### config.mk
export PLATFORM = sky130hd
export DESIGN_NAME = ts_packet_filter_top
export DESIGN_NICKNAME = d
export VERILOG_FILES = /design/src/hw/rtl/tspf_pkg.sv /design/src/hw/rtl/tspf_csr.sv /design/src/hw/rtl/tspf_filter.sv /design/src/hw/rtl/tspf_pcr_div.sv /design/src/hw/rtl/ts_packet_filter_top.sv
export SDC_FILE = /design/constraint.sdc
export NUM_CORES = 1
export LEC_CHECK = 0
export BUFFER_PORTS_ARGS = -buffer_cell sky130_fd_sc_hd__clkbuf_2
export CORE_ASPECT_RATIO = 1.2
export CORE_UTILIZATION = 54
export DETAILED_ROUTE_END_ITERATION = 10
export PLACE_DENSITY = 0.71
export SYNTH_ARGS = -nofsm -noshare
export SYNTH_HDL_FRONTEND = slang
export SYNTH_SLANG_ARGS = --single-unit
### constraint.sdc
create_clock -name clock -period 8 [get_ports clock]
set_clock_uncertainty 0.2 [all_clocks]
set_input_delay 1.6 -clock clock [delete_from_list [all_inputs] [get_ports clock]]
set_output_delay 1.6 -clock clock [all_outputs]
set_load 0.02 [all_outputs]
### src/hw/rtl/tspf_pkg.sv
`timescale 1ns / 1ps
`default_nettype none
// ----------------------------------------------------------------------------
// tspf_pkg
// Shared types, codes and constants of the transport stream packet filter.
// ----------------------------------------------------------------------------
package tspf_pkg;

   // packet format
   localparam logic [7:0] SYNC_BYTE        = 8'h47;
   localparam logic [7:0] PRIVATE_STREAM_1 = 8'hbd;
   localparam int         PID_W            = 13;
   localparam int         CC_W             = 4;

   // payload assembly limits
   localparam int PES_BUFFER_BYTES = 4096;
   localparam int UNIT_BYTES       = 184;
   // units appended while units * 184 < buffer - 184
   localparam int MAX_UNITS  = (PES_BUFFER_BYTES - UNIT_BYTES + UNIT_BYTES - 1) / UNIT_BYTES;
   localparam int UNITS_W    = $clog2(MAX_UNITS + 1);
   localparam int FUNITS_W   = 5;

   // pcr base / 90 == (base >> 1) / 45, split into 16-bit halves
   localparam int PCR_MS_W       = 27;
   localparam int HALF_TICKS     = 45;
   localparam int HI_MUL         = 65536 / HALF_TICKS;
   localparam int HI_REM         = 65536 % HALF_TICKS;
   localparam int LO_SUM_W       = 21;
   localparam int RECIP_SHIFT    = 27;
   localparam int RECIP          = (2 ** RECIP_SHIFT + HALF_TICKS - 1) / HALF_TICKS;
   localparam int RECIP_W        = 22;
   localparam int LO_PROD_W      = LO_SUM_W + RECIP_W;
   localparam int LO_QUOT_W      = 15;

   // configuration port
   localparam int CSR_ADDR_W = 3;
   localparam int CSR_DATA_W = 32;
   localparam logic [CSR_ADDR_W-3:0] REG_PID_SELECT = '0;

   typedef enum logic [2:0] {
      ST_APPENDED    = 3'd0,
      ST_BAD_SYNC    = 3'd1,
      ST_NO_PAYLOAD  = 3'd2,
      ST_OTHER_PID   = 3'd3,
      ST_TRANSPORT   = 3'd4,
      ST_AWAIT_LOCK  = 3'd5,
      ST_AWAIT_START = 3'd6,
      ST_BUFFER_FULL = 3'd7
   } status_type;

   typedef struct packed {
      logic [31:0] header_word;
      logic [63:0] extension_word;
   } req_payload_type;

   typedef struct packed {
      status_type            status;
      logic                  continuity_error;
      logic                  flush_previous;
      logic [FUNITS_W-1:0]   flushed_units;
      logic [PID_W-1:0]      active_pid;
      logic [PCR_MS_W-1:0]   pcr_ms;
   } rsp_payload_type;

   // register write toward the filter
   typedef struct packed {
      logic             we;
      logic [PID_W-1:0] pid;
   } pid_write_type;

   // filter verdict for one item
   typedef struct packed {
      status_type          status;
      logic                continuity_error;
      logic                flush_previous;
      logic [FUNITS_W-1:0] flushed_units;
      logic [PID_W-1:0]    active_pid;
      logic                pcr_update;
   } decision_type;

endpackage
`default_nettype wire

### src/hw/rtl/tspf_csr.sv
`timescale 1ns / 1ps
`default_nettype none
// ----------------------------------------------------------------------------
// tspf_csr
// Register port holding pid_select; a write also reloads the locked PID.
// ----------------------------------------------------------------------------
module tspf_csr (
   input  wire                              clock,
   input  wire                              reset,
   input  wire                              csr_psel,
   input  wire                              csr_penable,
   input  wire                              csr_pwrite,
   input  wire [tspf_pkg::CSR_ADDR_W-1:0]   csr_paddr,
   input  wire [tspf_pkg::CSR_DATA_W-1:0]   csr_pwdata,
   output logic [tspf_pkg::CSR_DATA_W-1:0]  csr_prdata,
   output logic                             csr_pready,
   output tspf_pkg::pid_write_type          pid_write
);

   logic [tspf_pkg::PID_W-1:0] pid_select_ff;
   logic [tspf_pkg::PID_W-1:0] pid_select_in;
   logic                       hit;
   logic                       wr;

   // address decode on the word index
   assign hit        = (csr_paddr[tspf_pkg::CSR_ADDR_W-1:2] == tspf_pkg::REG_PID_SELECT);
   assign wr         = csr_psel & csr_penable & csr_pwrite & hit;
   assign csr_pready = 1'b1;

   assign pid_select_in = wr ? csr_pwdata[tspf_pkg::PID_W-1:0] : pid_select_ff;

   always_ff @(posedge clock) begin
      if (reset) begin
         pid_select_ff <= '0;
      end else begin
         pid_select_ff <= pid_select_in;
      end
   end

   // read back
   always_comb begin
      csr_prdata = '0;
      if (hit) begin
         csr_prdata = tspf_pkg::CSR_DATA_W'(pid_select_ff);
      end
   end

   assign pid_write.we  = wr;
   assign pid_write.pid = csr_pwdata[tspf_pkg::PID_W-1:0];

endmodule
`default_nettype wire

### src/hw/rtl/tspf_filter.sv
`timescale 1ns / 1ps
`default_nettype none
// ----------------------------------------------------------------------------
// tspf_filter
// Per-packet verdict and stream state: PID lock, continuity, unit assembly.
// ----------------------------------------------------------------------------
module tspf_filter (
   input  wire                              clock,
   input  wire                              reset,
   input  tspf_pkg::pid_write_type          pid_write,
   input  tspf_pkg::req_payload_type        item,
   input  wire                              commit,
   output tspf_pkg::decision_type           decision
);

   logic [tspf_pkg::PID_W-1:0]   locked_pid_ff,   locked_pid_in;
   logic [tspf_pkg::CC_W-1:0]    expected_ff,     expected_in;
   logic                         known_ff,        known_in;
   logic [tspf_pkg::UNITS_W-1:0] units_ff,        units_in;

   logic [31:0]                  hdr;
   logic [63:0]                  ext;
   logic                         sync_ok;
   logic                         terr;
   logic                         pusi;
   logic [tspf_pkg::PID_W-1:0]   pid;
   logic                         af;
   logic                         has_payload;
   logic [tspf_pkg::CC_W-1:0]    cc;
   logic [7:0]                   b4, b5, b6, b7;
   logic                         disc;
   logic                         lock_start;

   logic [tspf_pkg::PID_W-1:0]   nx_locked;
   logic [tspf_pkg::CC_W-1:0]    nx_expected;
   logic                         nx_known;
   logic [tspf_pkg::UNITS_W-1:0] nx_units;
   logic [tspf_pkg::CC_W-1:0]    cc_next;
   logic [tspf_pkg::UNITS_W-1:0] units_work;

   // header fields
   assign hdr         = item.header_word;
   assign ext         = item.extension_word;
   assign sync_ok     = (hdr[31:24] == tspf_pkg::SYNC_BYTE);
   assign terr        = hdr[23];
   assign pusi        = hdr[22];
   assign pid         = hdr[20:8];
   assign af          = hdr[5];
   assign has_payload = hdr[4];
   assign cc          = hdr[3:0];
   assign b4          = ext[63:56];
   assign b5          = ext[55:48];
   assign b6          = ext[47:40];
   assign b7          = ext[39:32];
   assign disc        = af & b5[7];
   assign lock_start  = pusi & (b4 == 8'h00) & (b5 == 8'h00) & (b6 == 8'h01)
                        & (b7 == tspf_pkg::PRIVATE_STREAM_1);
   assign cc_next     = expected_ff + tspf_pkg::CC_W'(1);

   // verdict and next state
   always_comb begin
      nx_locked                 = locked_pid_ff;
      nx_expected               = expected_ff;
      nx_known                  = known_ff;
      nx_units                  = units_ff;
      units_work                = units_ff;
      decision.status           = tspf_pkg::ST_APPENDED;
      decision.continuity_error = 1'b0;
      decision.flush_previous   = 1'b0;
      decision.flushed_units    = '0;
      decision.pcr_update       = sync_ok & af & b5[4];

      priority if (!sync_ok) begin
         decision.status = tspf_pkg::ST_BAD_SYNC;
      end else if (!has_payload) begin
         decision.status = tspf_pkg::ST_NO_PAYLOAD;
      end else if ((locked_pid_ff != '0) && (locked_pid_ff != pid)) begin
         decision.status = tspf_pkg::ST_OTHER_PID;
      end else if (terr) begin
         decision.status = tspf_pkg::ST_TRANSPORT;
      end else if ((locked_pid_ff == '0) && !lock_start) begin
         decision.status = tspf_pkg::ST_AWAIT_LOCK;
      end else begin
         if (locked_pid_ff == '0) begin
            nx_locked = pid;
         end
         // continuity check, discontinuity flag keeps the expectation
         if (!known_ff) begin
            nx_expected = cc;
            nx_known    = 1'b1;
         end else if (!disc) begin
            nx_expected = cc_next;
            if (cc != cc_next) begin
               units_work                = '0;
               nx_known                  = 1'b0;
               decision.continuity_error = 1'b1;
            end
         end
         // unit assembly
         if (!pusi && (units_work == '0)) begin
            decision.status = tspf_pkg::ST_AWAIT_START;
            nx_units        = units_work;
         end else begin
            if (pusi) begin
               decision.flush_previous = (units_work != '0);
               decision.flushed_units  = tspf_pkg::FUNITS_W'(units_work);
               units_work              = '0;
            end
            if (units_work < tspf_pkg::UNITS_W'(tspf_pkg::MAX_UNITS)) begin
               nx_units        = units_work + tspf_pkg::UNITS_W'(1);
               decision.status = tspf_pkg::ST_APPENDED;
            end else begin
               nx_units        = units_work;
               decision.status = tspf_pkg::ST_BUFFER_FULL;
            end
         end
      end
      decision.active_pid = nx_locked;
   end

   // state update when the item leaves the filter stage
   always_comb begin
      locked_pid_in = locked_pid_ff;
      expected_in   = expected_ff;
      known_in      = known_ff;
      units_in      = units_ff;
      if (pid_write.we) begin
         locked_pid_in = pid_write.pid;
      end else if (commit) begin
         locked_pid_in = nx_locked;
         expected_in   = nx_expected;
         known_in      = nx_known;
         units_in      = nx_units;
      end
   end

   always_ff @(posedge clock) begin
      if (reset) begin
         locked_pid_ff <= '0;
         expected_ff   <= '0;
         known_ff      <= 1'b0;
         units_ff      <= '0;
      end else begin
         locked_pid_ff <= locked_pid_in;
         expected_ff   <= expected_in;
         known_ff      <= known_in;
         units_ff      <= units_in;
      end
   end

endmodule
`default_nettype wire

### src/hw/rtl/tspf_pcr_div.sv
`timescale 1ns / 1ps
`default_nettype none
// ----------------------------------------------------------------------------
// tspf_pcr_div
// Two-stage divide of the 33-bit PCR base by 90, giving milliseconds.
// ----------------------------------------------------------------------------
module tspf_pcr_div (
   input  wire                                clock,
   input  wire [31:0]                         half_base,
   input  wire                                load_a,
   input  wire                                load_b,
   output logic [tspf_pkg::PCR_MS_W-1:0]      quotient
);

   logic [15:0]                          x_hi;
   logic [15:0]                          x_lo;
   logic [tspf_pkg::LO_SUM_W-1:0]        lo_sum_ff,  lo_sum_in;
   logic [tspf_pkg::PCR_MS_W-1:0]        hi_quot_ff, hi_quot_in;
   logic [tspf_pkg::PCR_MS_W-1:0]        hi_quot2_ff;
   logic [tspf_pkg::LO_PROD_W-1:0]       lo_prod;
   logic [tspf_pkg::LO_QUOT_W-1:0]       lo_quot_ff, lo_quot_in;

   // x = hi * 65536 + lo = 45 * (hi * 1456) + (hi * 16 + lo)
   assign x_hi       = half_base[31:16];
   assign x_lo       = half_base[15:0];
   assign hi_quot_in = tspf_pkg::PCR_MS_W'(x_hi * tspf_pkg::PCR_MS_W'(tspf_pkg::HI_MUL));
   assign lo_sum_in  = tspf_pkg::LO_SUM_W'(x_hi) * tspf_pkg::LO_SUM_W'(tspf_pkg::HI_REM)
                       + tspf_pkg::LO_SUM_W'(x_lo);

   // remainder part divided by 45 through a reciprocal multiply
   assign lo_prod    = tspf_pkg::LO_PROD_W'(lo_sum_ff)
                       * tspf_pkg::LO_PROD_W'(tspf_pkg::RECIP);
   assign lo_quot_in = lo_prod[tspf_pkg::RECIP_SHIFT +: tspf_pkg::LO_QUOT_W];

   always_ff @(posedge clock) begin
      if (load_a) begin
         lo_sum_ff  <= lo_sum_in;
         hi_quot_ff <= hi_quot_in;
      end
      if (load_b) begin
         lo_quot_ff  <= lo_quot_in;
         hi_quot2_ff <= hi_quot_ff;
      end
   end

   assign quotient = hi_quot2_ff + tspf_pkg::PCR_MS_W'(lo_quot_ff);

endmodule
`default_nettype wire

### src/hw/rtl/ts_packet_filter_top.sv
`timescale 1ns / 1ps
`default_nettype none
// ----------------------------------------------------------------------------
// ts_packet_filter_top
// Transport stream packet filter: header checks, PID lock, continuity and
// PES unit assembly, with the PCR kept in milliseconds.
// ----------------------------------------------------------------------------
//  channel  | direction | handshake              | content
//  req_     | in        | req_valid / req_stall  | packet bytes 0 to 11
//  rsp_     | out       | rsp_valid / rsp_stall  | verdict, flush, PID, pcr_ms
//  csr_     | in / out  | psel, penable, pready  | pid_select at byte address 0
//
// One item per cycle while rsp_stall is low; an item passes the input
// register, the two PCR divide stages behind the filter stage and the result register.
// Synchronous active-high reset clears pipeline valids and stream state.
// A stalled result holds while the stages behind it keep filling; empty
// stages close up, and req_stall rises only when every stage is full.
// ----------------------------------------------------------------------------
module ts_packet_filter_top (
   input  wire                              clock,
   input  wire                              reset,
   input  wire                              req_valid,
   output logic                             req_stall,
   input  tspf_pkg::req_payload_type        req_payload,
   output logic                             rsp_valid,
   input  wire                              rsp_stall,
   output tspf_pkg::rsp_payload_type        rsp_payload,
   input  wire                              csr_psel,
   input  wire                              csr_penable,
   input  wire                              csr_pwrite,
   input  wire [tspf_pkg::CSR_ADDR_W-1:0]   csr_paddr,
   input  wire [tspf_pkg::CSR_DATA_W-1:0]   csr_pwdata,
   output logic [tspf_pkg::CSR_DATA_W-1:0]  csr_prdata,
   output logic                             csr_pready
);

   tspf_pkg::pid_write_type         pid_write;
   tspf_pkg::req_payload_type       s1_item_ff;
   tspf_pkg::decision_type          decision;
   tspf_pkg::decision_type          s2_dec_ff;
   tspf_pkg::decision_type          s3_dec_ff;
   tspf_pkg::rsp_payload_type       rsp_ff;
   logic [tspf_pkg::PCR_MS_W-1:0]   clock_ms_ff, clock_ms_in;
   logic [tspf_pkg::PCR_MS_W-1:0]   quotient;

   logic s1_valid_ff,  s1_valid_in;
   logic s2_valid_ff,  s2_valid_in;
   logic s3_valid_ff,  s3_valid_in;
   logic rsp_valid_ff, rsp_valid_in;
   logic rsp_ready, s3_ready, s2_ready, s1_ready;
   logic s1_move, s3_move;

   // register port
   tspf_csr u_csr (
      .clock       (clock),
      .reset       (reset),
      .csr_psel    (csr_psel),
      .csr_penable (csr_penable),
      .csr_pwrite  (csr_pwrite),
      .csr_paddr   (csr_paddr),
      .csr_pwdata  (csr_pwdata),
      .csr_prdata  (csr_prdata),
      .csr_pready  (csr_pready),
      .pid_write   (pid_write)
   );

   // pipeline flow: a stage takes new data when empty or moving on
   assign rsp_ready = !rsp_valid_ff || !rsp_stall;
   assign s3_ready  = !s3_valid_ff || rsp_ready;
   assign s2_ready  = !s2_valid_ff || s3_ready;
   assign s1_ready  = !s1_valid_ff || s2_ready;
   assign req_stall = !s1_ready;
   assign s1_move   = s1_valid_ff && s2_ready;
   assign s3_move   = s3_valid_ff && rsp_ready;

   assign s1_valid_in  = s1_ready  ? req_valid   : s1_valid_ff;
   assign s2_valid_in  = s2_ready  ? s1_valid_ff : s2_valid_ff;
   assign s3_valid_in  = s3_ready  ? s2_valid_ff : s3_valid_ff;
   assign rsp_valid_in = rsp_ready ? s3_valid_ff : rsp_valid_ff;

   always_ff @(posedge clock) begin
      if (reset) begin
         s1_valid_ff  <= 1'b0;
         s2_valid_ff  <= 1'b0;
         s3_valid_ff  <= 1'b0;
         rsp_valid_ff <= 1'b0;
         clock_ms_ff  <= '0;
      end else begin
         s1_valid_ff  <= s1_valid_in;
         s2_valid_ff  <= s2_valid_in;
         s3_valid_ff  <= s3_valid_in;
         rsp_valid_ff <= rsp_valid_in;
         clock_ms_ff  <= clock_ms_in;
      end
   end

   // input register
   always_ff @(posedge clock) begin
      if (s1_ready) begin
         s1_item_ff <= req_payload;
      end
   end

   // filter stage with stream state
   tspf_filter u_filter (
      .clock     (clock),
      .reset     (reset),
      .pid_write (pid_write),
      .item      (s1_item_ff),
      .commit    (s1_move),
      .decision  (decision)
   );

   // pcr divide runs beside the verdict
   tspf_pcr_div u_pcr_div (
      .clock     (clock),
      .half_base (s1_item_ff.extension_word[47:16]),
      .load_a    (s2_ready),
      .load_b    (s3_ready),
      .quotient  (quotient)
   );

   // verdict follows the divide stages
   always_ff @(posedge clock) begin
      if (s2_ready) begin
         s2_dec_ff <= decision;
      end
      if (s3_ready) begin
         s3_dec_ff <= s2_dec_ff;
      end
   end

   // millisecond clock, updated in item order
   always_comb begin
      clock_ms_in = clock_ms_ff;
      if (s3_move && s3_dec_ff.pcr_update) begin
         clock_ms_in = quotient;
      end
   end

   // result register
   always_ff @(posedge clock) begin
      if (s3_move) begin
         rsp_ff.status           <= s3_dec_ff.status;
         rsp_ff.continuity_error <= s3_dec_ff.continuity_error;
         rsp_ff.flush_previous   <= s3_dec_ff.flush_previous;
         rsp_ff.flushed_units    <= s3_dec_ff.flushed_units;
         rsp_ff.active_pid       <= s3_dec_ff.active_pid;
         rsp_ff.pcr_ms           <= clock_ms_in;
      end
   end

   assign rsp_valid   = rsp_valid_ff;
   assign rsp_payload = rsp_ff;

endmodule
`default_nettype wire
# Yosys cells after proc, flatten, opt, wreduce, memory -nomap -nowiden
# Index checks and enable logic that the tools add are counted.
# Widths: inputs -> output; s select.
[totals] inputBits=138 ff_bits=343 out_inout_bits=85
[op_classes] eq_ne=6 n_bitwise=19 n_mul=2 mux=39 n_lt_le_gt_ge=1 reduce_logical=30 n_addsub=4
[op_table] operator="$mux 13" count=9
[op_table] operator="$mux 5" count=17
[op_table] operator="$mul 21x22->42 const B" count=1
[op_table] operator="$add 27x15->27" count=1
[op_table] operator="$mux 27" count=1
[op_table] operator="$mul 16x7->23 const B" count=1
[op_table] operator="$add 20x16->21" count=1
[op_table] operator="$logic_not 8->1" count=2
[op_table] operator="$reduce_or 7->1" count=2
[op_table] operator="$logic_not 13->1" count=1
[op_table] operator="$ne 13x13->1" count=1
[op_table] operator="$reduce_bool 13->1" count=1
[op_table] operator="$mux 3" count=4
[op_table] operator="$and 1x1->1" count=10
[op_table] operator="$not 1->1" count=9
[op_table] operator="$eq 8x1->1 const B" count=1
[op_table] operator="$eq 8x7->1 const B" count=1
[op_table] operator="$eq 8x8->1 const B" count=1
[op_table] operator="$logic_not 1->1" count=8
[op_table] operator="$mux 4" count=2
[op_table] operator="$reduce_and 8->1" count=1
[op_table] operator="$reduce_and 7->1" count=1
[op_table] operator="$logic_and 1x1->1" count=6
[op_table] operator="$add 5x1->5 const B" count=1
[op_table] operator="other kinds (11)" count=18

# Longest topological paths before layout
# Gate-level depths: netlist of the first run.
[logic_depth] word_depth=27 mapped_depth=24

# Cells and area by module
# From an unflattened synthesis of the first run, not the netlist that was laid out.
[unflattened] cells_unflattened=1842 hier_area_um2=22799.4
[by_module_without_submodules] module="tspf_pcr_div" cells_each=1157 area_per_inst_um2=12344.3 n_inst=1 seq_area_each_um2=2462.4
[by_module_without_submodules] module="ts_packet_filter_top" cells_each=362 area_per_inst_um2=7574.8 n_inst=1 seq_area_each_um2=6446.2
[by_module_without_submodules] module="tspf_filter" cells_each=216 area_per_inst_um2=1923.1 n_inst=1 seq_area_each_um2=460.4
[by_module_without_submodules] module="tspf_csr" cells_each=107 area_per_inst_um2=957.2 n_inst=1 seq_area_each_um2=260.2

# Least setup slack after synthesis of the first run
# OpenSTA, ideal clock, no wires.
[synth_path] kind="in2out" from="in rsp_stall" to="out req_stall" slack_ns=1.825 path_stages=3 n_path_buf=0 arrival_ns=4.375 path_cell_list="and3_1 > nand3_1 > inv_1"
[synth_between] elab_chain_len=6
[synth_rtl] element="from (decl)" line="ts_packet_filter_top.sv:26" rtl="input wire rsp_stall,"
[synth_rtl] element="$logic_not 1->1" line="ts_packet_filter_top.sv:68" rtl="assign rsp_ready = !rsp_valid_ff || !rsp_stall;"
[synth_rtl] element="$logic_or 1x1->1" line="ts_packet_filter_top.sv:68"
[synth_rtl] element="$logic_or 1x1->1" line="ts_packet_filter_top.sv:69" rtl="assign s3_ready = !s3_valid_ff || rsp_ready;"
[synth_rtl] element="$logic_or 1x1->1" line="ts_packet_filter_top.sv:70" rtl="assign s2_ready = !s2_valid_ff || s3_ready;"
[synth_rtl] element="$logic_or 1x1->1" line="ts_packet_filter_top.sv:71" rtl="assign s1_ready = !s1_valid_ff || s2_ready;"
[synth_rtl] element="$logic_not 1->1" line="ts_packet_filter_top.sv:72" rtl="assign req_stall = !s1_ready;"
[synth_rtl] element="to (decl)" line="ts_packet_filter_top.sv:23" rtl="output logic req_stall,"
# Every way passes these cells.

# Worst setup path after layout of the first run
[layout_path] from="reg u_pcr_div.lo_sum_ff[13] in the netlist's numbering" to="reg u_pcr_div.lo_quot_ff[14] in the netlist's numbering (data pin)"
[layout_between] elab_chain_len=1
[layout_rtl] element="from (decl)" line="tspf_pcr_div.sv:17" rtl="logic [tspf_pkg::LO_SUM_W-1:0] lo_sum_ff, lo_sum_in;"
[layout_rtl] element="from (signal assigned)" line="tspf_pcr_div.sv:37" rtl="lo_sum_ff <= lo_sum_in;"
[layout_rtl] element="$mul 21x22->42" line="tspf_pcr_div.sv:32" rtl="* tspf_pkg::LO_PROD_W'(tspf_pkg::RECIP);"
[layout_rtl] element="via u_pcr_div.lo_prod, one bit" line="tspf_pcr_div.sv:20" rtl="logic [tspf_pkg::LO_PROD_W-1:0] lo_prod;"
[layout_rtl] element="to (signal assigned)" line="tspf_pcr_div.sv:41" rtl="lo_quot_ff <= lo_quot_in;"
[layout_rtl] element="to (decl)" line="tspf_pcr_div.sv:21" rtl="logic [tspf_pkg::LO_QUOT_W-1:0] lo_quot_ff, lo_quot_in;"
# The timed path passes the listed nets, and every way through them passes these cells.
# A chain may end at the register's enable or synchronous reset.

==> results.yml, run 1 <==
synthesis:
  synth_xor_area_share_pct: 3.40
  synth-compound-area-share_pct: 7.69
  synth_seq_cells: 324
  synth_top_family_by_area: "adder cells"
  avgSynthCellArea_um2: 11.7
  synth_cells: 1814
  yosys_most_used_dff: "edfxtp_1"
  ys_types: 72
  synthArstFlopShare_pct: 0
  synth.area.mux_share_pct: 0.249
  synth_seq_area_share_pct: 42.9
  synth_adder_area_share_pct: 30.5
  synth-edff-count: 257
  synth-simple-area-share_pct: 8.38
  yosysWarnings: 0
  synth_area_mm2: 0.0211
cells_and_area:
  finalCoreUtilization_pct: 61.3
  area_growth_pct: 12.0
  fin_cells: 2543
  nets: 2547
  final_common_cell: "inv_1"
  fill_cells: 3115
  antenna_cells: 0
  drive_above_1_share_pct: 11.9
  final_cell_mix: "inv_1 (319), edfxtp_1 (257), ha_1 (255), fa_1 (162), clkbuf_2 (162)"
clock_network:
  clk_path_buf_depth: 3
  postCtsSetupRepairBufs: 0
  clkSinkCount: 324
  cts_tree: "done"
  cts_buffers: 34
  cts_resized: 0
  path_clk_slew_ns: 0.07
  clk_latency_ns: 0.54
  cts_hold_buf: 0
  cts_root_buf: "clkbuf_16"
  htree_num_levels: 2
worst_setup_path:
  end_kind: "flip-flop"
  critPathKind: "flip-flop to flip-flop"
  critPathRequiredTime_ns: 8.05
  cp.arrival_ns: 6.84
  crit_path_start_kind: "flip-flop"
  crit_path_max_fanout: 5
sta:
  period_needed_ns: 6.78
  slew_headroom_pct: 28.5
  tns_ns: 0
  drv_slew: 0
  hold_viol: 0
  tightest_slew_ns: 1.07
  clock.fmax_mhz: 147
  fin_ws_ns: 1.22
  fin_crit_sh_pct: 84.8
  final-setup-viol-count: 0
  rsz0062_at_grt: "no"
drt:
  vias: 13474
  ant_nets: 0
  route.detailed.drc: 0
  avgRoutedWirePerCell_um: 16.9
  via_per_inst: 5.30
  drt-total-wl_um: 43000
  drt_iter0_drc: 731
  firstDrtPassIters: 5
die:
  dieArea_mm2: 0.0399
  coreArea_mm2: 0.0386
  row_count: 79
  die_width_um: 183
  initial_utilization_pct: 54.7
  die_h_um: 219
  ios: 223
global_routing:
  grt_pass1_vias: 14113
  grtUsageTotal_pct: 22.8
  met2_usage_pct: 40.3
  grt_use_met1_pct: 27.6
  gr-total-overflow: 0
  grt_max_degree: 69
  gr-max-usage-layer: "met2"
  grt_first_pass_wirelength_um: 70700
  antenna_found_initial: 0
  grt_use_met3_pct: 3.10
placed_design:
  place_congestion: 0.988
  place_hpwl_um: 34200
  placed_cells: 2482
  place.port_buffers: 162
  dpl_worst_slack_ns: 1.29
worst_hold_path:
  min_path_type: "flip-flop to flip-flop"
job:
  drv_cap: 0
outcome:
  status: "completed"
## critical path, stage by stage (launching register included)
cell	delay [ns]
edfxtp_1	0.51
ha_1	0.35
inv_1	0.05
fa_1	0.48
fa_1	0.59
fa_1	0.42
inv_1	0.13
fa_1	0.44
fa_1	0.49
inv_1	0.05
fa_1	0.47
inv_1	0.04
ha_1	0.31
nand4_1	0.13
nor2_1	0.27
nand4_1	0.14
a211oi_1	0.34
nor3_2	0.15
a211oi_1	0.54
nor2_1	0.11
a21oi_1	0.20
xnor2_1	0.11
## metrics by stage
| step | cell area (um2) | hold WS [ns] |
|---|---|---|
| 5_1_grt | 23700 | 0.222 |
| 3_5_place_dp | 22500 | 0.205 |
| 6_report | 23700 | 0.213 |
| 2_1_floorplan | 21200 | 0.200 |
| 4_1_cts | 23700 | 0.215 |
| 3_3_place_gp | 22500 | 0.202 |
## registers in the layout, summed over array words and instances (netlist names), 15 cells and up
name / count
u_pcr_div.lo_sum_ff: 21
u_pcr_div.hi_quot2_ff: 23
u_pcr_div.lo_quot_ff: 15
clock_ms_ff: 27
u_pcr_div.hi_quot_ff: 23
s2_dec_ff: 24
rsp_payload: 50
s1_item_ff: 77
s3_dec_ff: 24
## area by class of cell
class	instances	area, um2	area share, %
Clock buffer	39	912	3.85
Multi-Input combinational cell	1142	10700	45.2
Tap cell	526	658	2.78
Inverter	320	1200	5.07
Sequential cell	324	9060	38.3
Timing Repair Buffer	170	871	3.68
Clock inverter	22	278	1.17
## synthesized netlist by cell type, types with 5 or more instances
library cell,count,area share [%]
o211ai_1,5,0.18
o31ai_1,5,0.18
edfxtp_1,257,37
inv_1,320,5.7
nor3_1,37,0.88
nand2b_1,9,0.27
clkbuf_1,23,0.41
a21o_1,31,1.1
o21a_1,12,0.43
o21ai_1,8,0.19
buf_4,20,0.71
nand4_1,13,0.38
o31a_1,14,0.58
nor2_1,96,1.7
ha_1,255,15
dfxtp_1,67,6.3
and2_1,11,0.33
xnor2_1,61,2.5
fa_1,162,15
nor4_1,9,0.27
nor2b_1,29,0.86
nand2_1,108,1.9
a31oi_1,6,0.18
and3_1,14,0.41
xor2_1,21,0.87
a211oi_1,19,0.67
a21oi_1,95,2.2
o21ai_0,21,0.50
nand3_1,14,0.33
## logic make-up after synthesis
| family | after synthesis |
|---|---|
| fa+ha+maj | 418 |
| simple gates | 366 |
| buf+inv | 366 |
| flops | 324 |
| compound gates | 251 |
| xor+xnor | 82 |
| mux | 5 |
| other cells | 2 |
## final timing paths
check | to | slack (ns) | from | depth (start not counted)
worst max register to register | u_pcr_div.lo_quot_ff[14] | 1.22 | u_pcr_div.lo_sum_ff[13] | 21
worst max-delay path | u_pcr_div.lo_quot_ff[14] | 1.22 | u_pcr_div.lo_sum_ff[13] | 21
worst min-delay path | u_pcr_div.hi_quot2_ff[4] | 0.21 | u_pcr_div.hi_quot_ff[4] | 0
worst min register to register | u_pcr_div.hi_quot2_ff[4] | 0.21 | u_pcr_div.hi_quot_ff[4] | 0
## layer usage
| layer | vias to the layer above | wire length, um |
|---|---|---|
| li1 | 6490 | - |
| met4 | 0 | 2020 |
| met2 | 321 | 21900 |
| met3 | 109 | 1740 |
| met1 | 6554 | 17400 |
| met5 | - | 0 |
Power of run 1 is left out: the tool's default activity adds up to more than one toggle a clock period on the data nets, which glitch-free logic cannot reach.
==> run 2: changes to the inputs <==
--- a/config.mk
+++ b/config.mk
@@ -5,11 +5,12 @@
 export SDC_FILE = /design/constraint.sdc
 export NUM_CORES = 1
 export LEC_CHECK = 0
+export ABC_AREA = 1
 export BUFFER_PORTS_ARGS = -buffer_cell sky130_fd_sc_hd__clkbuf_2
 export CORE_ASPECT_RATIO = 1.2
 export CORE_UTILIZATION = 54
 export DETAILED_ROUTE_END_ITERATION = 10
-export PLACE_DENSITY = 0.71
+export PLACE_DENSITY = 0.74
 export SYNTH_ARGS = -nofsm -noshare
 export SYNTH_HDL_FRONTEND = slang
 export SYNTH_SLANG_ARGS = --single-unit
==> constraint.sdc (replaced) <==
create_clock -name clock -period 5.5 [get_ports clock]
set_clock_uncertainty 0.2 [all_clocks]
set_input_delay 1.1 -clock clock [delete_from_list [all_inputs] [get_ports clock]]
set_output_delay 1.1 -clock clock [all_outputs]
set_load 0.02 [all_outputs]
==> run 2 against run 1 <==
Compared with the run above: the flow now finishes with violations (setup timing); critical path depth rose by 1; die area rose by 5.9%; global-route usage rose by 2.1 points; setup slack got worse by 1.3 ns; clock-buffer cell count rose by 7; register-to-register slack got worse by 1.3 ns; non-clock buffer count rose by 118; cell count rose by 21%; via count rose by 18%; area after synthesis rose by 6.0%; routed wire length rose by 18%; sequential cell count did not move; critical path type unchanged; largest cell class unchanged; highest routed layer unchanged.
==> results.yml, run 2 <==
die:
  die_width_um: 188
  row_count: 81
  dieArea_mm2: 0.0423
  coreArea_mm2: 0.0408
  initial_utilization_pct: 54.8
  ios: 223
  die_h_um: 225
synthesis:
  synth_seq_cells: 324
  netlist.area_leader.share_pct: 34.5
  synth_area_mm2: 0.0224
  ys_types: 56
  netlist_top_cells_area: "edfxtp_1 (34%), fa_1 (14%), ha_1 (14%)"
  yosys_most_used_dff: "edfxtp_1"
  synth_most_common_cell: "inv_1"
  avgSynthCellArea_um2: 10.1
  synth_seq_area_share_pct: 40.4
  synth_cells: 2222
  synthArstFlopShare_pct: 0
  yosysTopAreaCell: "edfxtp_1"
  yosysWarnings: 0
  synth-edff-count: 257
  synth_commonest_cells: "inv_1 (457), nand2_1 (321), edfxtp_1 (257), ha_1 (255), fa_1 (162)"
sta:
  drv_slew: 0
  period_needed_ns: 5.63
  fin_ws_ns: -0.126
  tightest_slew_ns: 1.02
  slew_headroom_pct: 31.9
  rsz0062_at_grt: "yes"
  final-setup-viol-count: 12
  hold_viol: 0
  fin_crit_sh_pct: 102
  clock.fmax_mhz: 178
drt:
  firstDrtPassIters: 5
  ant_nets: 0
  drt-total-wl_um: 50900
  drt_iter0_drc: 867
  vias: 15918
  route.detailed.drc: 0
  avgRoutedWirePerCell_um: 16.5
  via_per_inst: 5.16
clock_network:
  cts_tree: "done"
  clk_path_buf_depth: 3
  cts_root_buf: "clkbuf_16"
  clk_latency_ns: 0.55
  clkSinkCount: 324
  cts_hold_buf: 0
  cts_buffers: 34
  path_clk_slew_ns: 0.06
  htree_num_levels: 2
worst_setup_path:
  worstSetupStartpoint: "u_pcr_div.lo_sum_ff[14]"
  critPathRequiredTime_ns: 5.59
  cp.arrival_ns: 5.72
  crit_path_max_fanout: 4
  r2r_cells: 22
  worstReg2RegStart: "u_pcr_div.lo_sum_ff[14]"
  end_kind: "flip-flop"
  ff2ff_setup_slack_ns: -0.13
  cp-endpoint: "u_pcr_div.lo_quot_ff[12]"
  crit_path_start_kind: "flip-flop"
  critPathKind: "flip-flop to flip-flop"
  timing.rr.end: "u_pcr_div.lo_quot_ff[12]"
cells_and_area:
  finalCoreUtilization_pct: 64.3
  fill_cells: 3236
  nets: 3077
  fin_area_mm2: 0.0263
  final_common_cell: "inv_1"
  final_cell_mix: "inv_1 (446), nand2_1 (312), edfxtp_1 (257), ha_1 (239), clkbuf_2 (162)"
  largest_register: "s1_item_ff"
  drive_above_1_share_pct: 18.5
  area_growth_pct: 17.2
  antenna_cells: 0
  largest_register_ffs: 77
placed_design:
  place_hpwl_um: 40700
  place_congestion: 0.942
  place_area_mm2: 0.0246
  place.port_buffers: 162
global_routing:
  grt_pass1_vias: 16568
  grtUsageTotal_pct: 24.9
  grt_max_degree: 78
  antenna_found_initial: 0
  gr-total-overflow: 0
  grt_first_pass_wirelength_um: 82600
outcome:
  violations: "setup timing"
  status: "finished, violations left"
job:
  drv_cap: 0
worst_hold_path:
  min_path_type: "flip-flop to flip-flop"
[run 2: metrics by stage]
step | worst slack, ns | TNS (ns) | hold slack (ns) | cells
final | -0.126 | -0.785 | 0.202 | 3087
after global routing | -0.366 | -4.26 | 0.224 | 3087
after floorplan | -0.124 | -9.51 | 0.200 | 2240
after CTS | -0.151 | -0.833 | 0.209 | 3079
after detailed placement | -0.378 | -3.69 | 0.205 | 3008
after global placement | -0.319 | -3.06 | 0.201 | 3008
[run 2: layout make-up]
class	instances	area, um2	area share, %
clock buffer	46	948	3.61
clock inverter	16	170	0.648
inverter	462	1750	6.65
multi-input combinational	1412	11900	45.3
sequential	324	9060	34.5
tap	539	674	2.57
timing repair buffer	288	1760	6.71
[run 2: kinds of logic (layout without fill, tap and decap cells)]
| family | Yosys count | in the layout | share of synthesized area, % |
|---|---|---|---|
| compound gates | 294 | 294 | 7.54 |
| other cells | 2 | 20 | 0.0335 |
| simple gates | 615 | 615 | 11.8 |
| fa+ha+maj | 417 | 417 | 28.7 |
| flops | 324 | 324 | 40.4 |
| buf+inv | 504 | 812 | 8.89 |
| xor+xnor | 66 | 66 | 2.58 |
[run 2: timing repair]
action | in CTS | in global routing
setup buffers | 9 | 8
setup endpoints to repair | 15 | 15
resized for setup | 62 | 39
pin swaps | 24 | 26
[run 2: worst min path at each step]
| stage | cells after the start | end | slack [ns] | startpoint |
|---|---|---|---|---|
| 6_report | 0 | u_pcr_div.hi_quot2_ff[26] | 0.20 | u_pcr_div.hi_quot_ff[26] |
| 5_1_grt | 0 | s3_dec_ff[7] | 0.22 | s2_dec_ff[7] |
| 4_1_cts | 0 | u_pcr_div.hi_quot2_ff[26] | 0.21 | u_pcr_div.hi_quot_ff[26] |
| 3_5_place_dp | 0 | u_pcr_div.hi_quot2_ff[20] | 0.20 | u_pcr_div.hi_quot_ff[20] |
| 3_3_place_gp | 0 | s3_dec_ff[13] | 0.20 | s2_dec_ff[13] |
| 2_1_floorplan | 0 | rsp_payload[27] | 0.20 | s3_dec_ff[1] |
[run 2: per-layer routing]
metal	up-vias	track usage [%]	share of wire (%)
met5	-	0	0
met4	0	8.68	3.3
met3	89	3.22	4.0
met2	387	44.1	50
met1	7610	31.3	43
li1	7832	-	-
[run 2: worst max-delay path, cell delays in order (launching register included)]
cell and delay (ns):
edfxtp_1 0.47, ha_4 0.31, inv_2 0.04, fa_2 0.56, fa_1 0.43, fa_1 0.51, inv_2 0.04, fa_2 0.41
fa_1 0.51, inv_1 0.06, fa_1 0.49, inv_2 0.04, ha_4 0.22, a21o_1 0.17, a21oi_1 0.12, inv_1 0.06
a21oi_2 0.15, nor2_1 0.06, nor2_1 0.13, nand2_2 0.10, nand3_1 0.08, nand3_1 0.08, xor2_1 0.14
Power of run 2 is left out for the same reason.
==> run 3: changes to the inputs <==
--- a/config.mk
+++ b/config.mk
@@ -5,7 +5,6 @@
 export SDC_FILE = /design/constraint.sdc
 export NUM_CORES = 1
 export LEC_CHECK = 0
-export ABC_AREA = 1
 export BUFFER_PORTS_ARGS = -buffer_cell sky130_fd_sc_hd__clkbuf_2
 export CORE_ASPECT_RATIO = 1.2
 export CORE_UTILIZATION = 54
==> run 3 against run 2 <==
Compared with the run above: the run still ends with setup timing left; sequential share of layout area increased by 1.7 points; register-to-register slack got worse by 0.57 ns; core utilization increased by 0.47 points; first-iteration DRC count decreased by 3.9%; non-clock buffer count increased by 42; cell count decreased by 13%; setup slack got worse by 0.57 ns; die area decreased by 5.6%; highest routed layer unchanged.
==> results.yml, run 3 (same netlist as run 1, synthesis figures left out) <==
die:
  row_count: 79
  coreArea_mm2: 0.0386
  die_h_um: 219
  ios: 223
  initial_utilization_pct: 54.7
  dieArea_mm2: 0.0399
  die_width_um: 183
drt:
  avgRoutedWirePerCell_um: 16.9
  firstDrtPassIters: 5
  via_per_inst: 5.21
  vias: 14056
  ant_nets: 0
  drt_iter0_drc: 833
  route.detailed.drc: 0
  drt-total-wl_um: 45600
cells_and_area:
  area_growth_pct: 18.4
  fill_cells: 2984
  antenna_cells: 0
  largest_register: "s1_item_ff"
  final_cell_mix: "inv_1 (315), edfxtp_1 (257), ha_1 (246), buf_4 (167), clkbuf_2 (162)"
  seqCellArea_mm2: 0.00906
  largest_register_ffs: 77
  fin_area_mm2: 0.0250
  final_common_cell: "inv_1"
  drive_above_1_share_pct: 20.1
  multi_input_area_mm2: 0.0109
  nets: 2704
placed_design:
  place.port_buffers: 162
  dpl_worst_slack_ns: -0.814
  place_area_mm2: 0.0237
  place_hpwl_um: 36800
  place_congestion: 0.960
clock_network:
  cts_buffers: 31
  clk_path_buf_depth: 3
  cts_root_buf: "clkbuf_16"
  cts_hold_buf: 0
  clk_latency_ns: 0.58
  clkSinkCount: 324
  htree_num_levels: 1
  cts_tree: "done"
  path_clk_slew_ns: 0.06
worst_hold_path:
  hold_path_depth: 0
  min_from: "u_pcr_div.hi_quot_ff[21]"
  min_path_type: "flip-flop to flip-flop"
  hold_end: "u_pcr_div.hi_quot2_ff[21]"
job:
  drv_cap: 0
worst_setup_path:
  critPathRequiredTime_ns: 5.63
  ff2ff_setup_slack_ns: -0.69
  worstReg2RegStart: "u_pcr_div.lo_sum_ff[14]"
  critPathKind: "flip-flop to flip-flop"
  crit_path_max_fanout: 3
  cp.arrival_ns: 6.33
  end_kind: "flip-flop"
  timing.rr.end: "u_pcr_div.lo_quot_ff[13]"
  crit_path_start_kind: "flip-flop"
  r2r_cells: 22
sta:
  tns_ns: -8.37
  drv_slew: 0
  fin_ws_ns: -0.694
  rsz0062_at_grt: "yes"
  final-setup-viol-count: 15
  slew_headroom_pct: 40.4
  period_needed_ns: 6.19
  clock.fmax_mhz: 161
  tightest_slew_ns: 0.893
  fin_crit_sh_pct: 113
  hold_viol: 0
outcome:
  violations: "setup timing"
  status: "finished, violations left"
global_routing:
  antenna_found_initial: 0
  grt_pass1_vias: 14883
  gr-total-overflow: 0
  grt_first_pass_wirelength_um: 73200
  grtUsageTotal_pct: 23.8
  grt_max_degree: 69
-- run 3: changes by cell type in the layout (fill, tap and decap cells not counted), sizes merged, moves of 24 or more --
cell   before  now
xnor2      18   61
xor2       48   21
a21o        7   31
buf       126  168
nand3      65   14
nand2     325  109
o21ai      92   29
nor2b       0   29
a21oi     135   95
inv       465  323
nor2      148   97
-- run 3: critical path, stage by stage (launching register included) --
cell      delay [ns]
edfxtp_1        0.49
ha_4            0.32
inv_2           0.04
fa_1            0.54
fa_1            0.44
fa_1            0.53
inv_1           0.06
fa_1            0.45
fa_1            0.51
inv_2           0.04
fa_1            0.48
inv_2           0.05
ha_4            0.26
nand4_1         0.13
nor2_1          0.14
buf_4           0.13
nand4_1         0.10
a211oi_2        0.29
nor3_4          0.11
a211oi_4        0.27
o31a_1          0.20
nor2_1          0.06
xnor2_1         0.12
-- run 3: worst max path at each step --
stage	start	end	cells past startpoint
3_5_place_dp	u_pcr_div.lo_sum_ff[13]	u_pcr_div.lo_quot_ff[13]	21
4_1_cts	u_pcr_div.lo_sum_ff[14]	u_pcr_div.lo_quot_ff[14]	22
2_1_floorplan	u_pcr_div.lo_sum_ff[14]	u_pcr_div.lo_quot_ff[1]	21
3_3_place_gp	u_pcr_div.lo_sum_ff[13]	u_pcr_div.lo_quot_ff[13]	21
6_report	u_pcr_div.lo_sum_ff[14]	u_pcr_div.lo_quot_ff[13]	22
5_1_grt	u_pcr_div.lo_sum_ff[14]	u_pcr_div.lo_quot_ff[13]	22
-- run 3: routing by layer --
metal  track usage [%]  routed length (um)  vias up  share of wire (%)
met5                 0                   0        -                  0
met4              12.6                2480        0                5.4
met3              2.50                1610      129                3.5
met2              43.8               23600      330                 52
met1              27.1               17900     6791                 39
li1                  -                   -     6806                  -
-- run 3: metrics by stage --
step	utilization, %	hold slack (ns)	std cells
floorplan	-	0.200	1832
global placement	61.2	0.202	2632
detailed placement	61.2	0.205	2632
CTS	64.6	0.214	2696
global route	64.8	0.223	2700
finish	64.8	0.213	2700
-- run 3: what timing repair did --
item,CTS,global route
hold endpoints to repair,0,0
pin swaps,9,15
endpoints found under the setup margin,15,15
gates resized for setup,27,8
buffers inserted,7,5
-- run 3: layout make-up --
cell class / count / area share, %
multi-input combinational: 1142 / 43.7
inverter: 320 / 4.80
tap: 526 / 2.63
sequential: 324 / 36.2
timing repair buffer: 330 / 8.29
clock inverter: 19 / 0.990
clock buffer: 39 / 3.38
Power of run 3 is left out for the same reason.
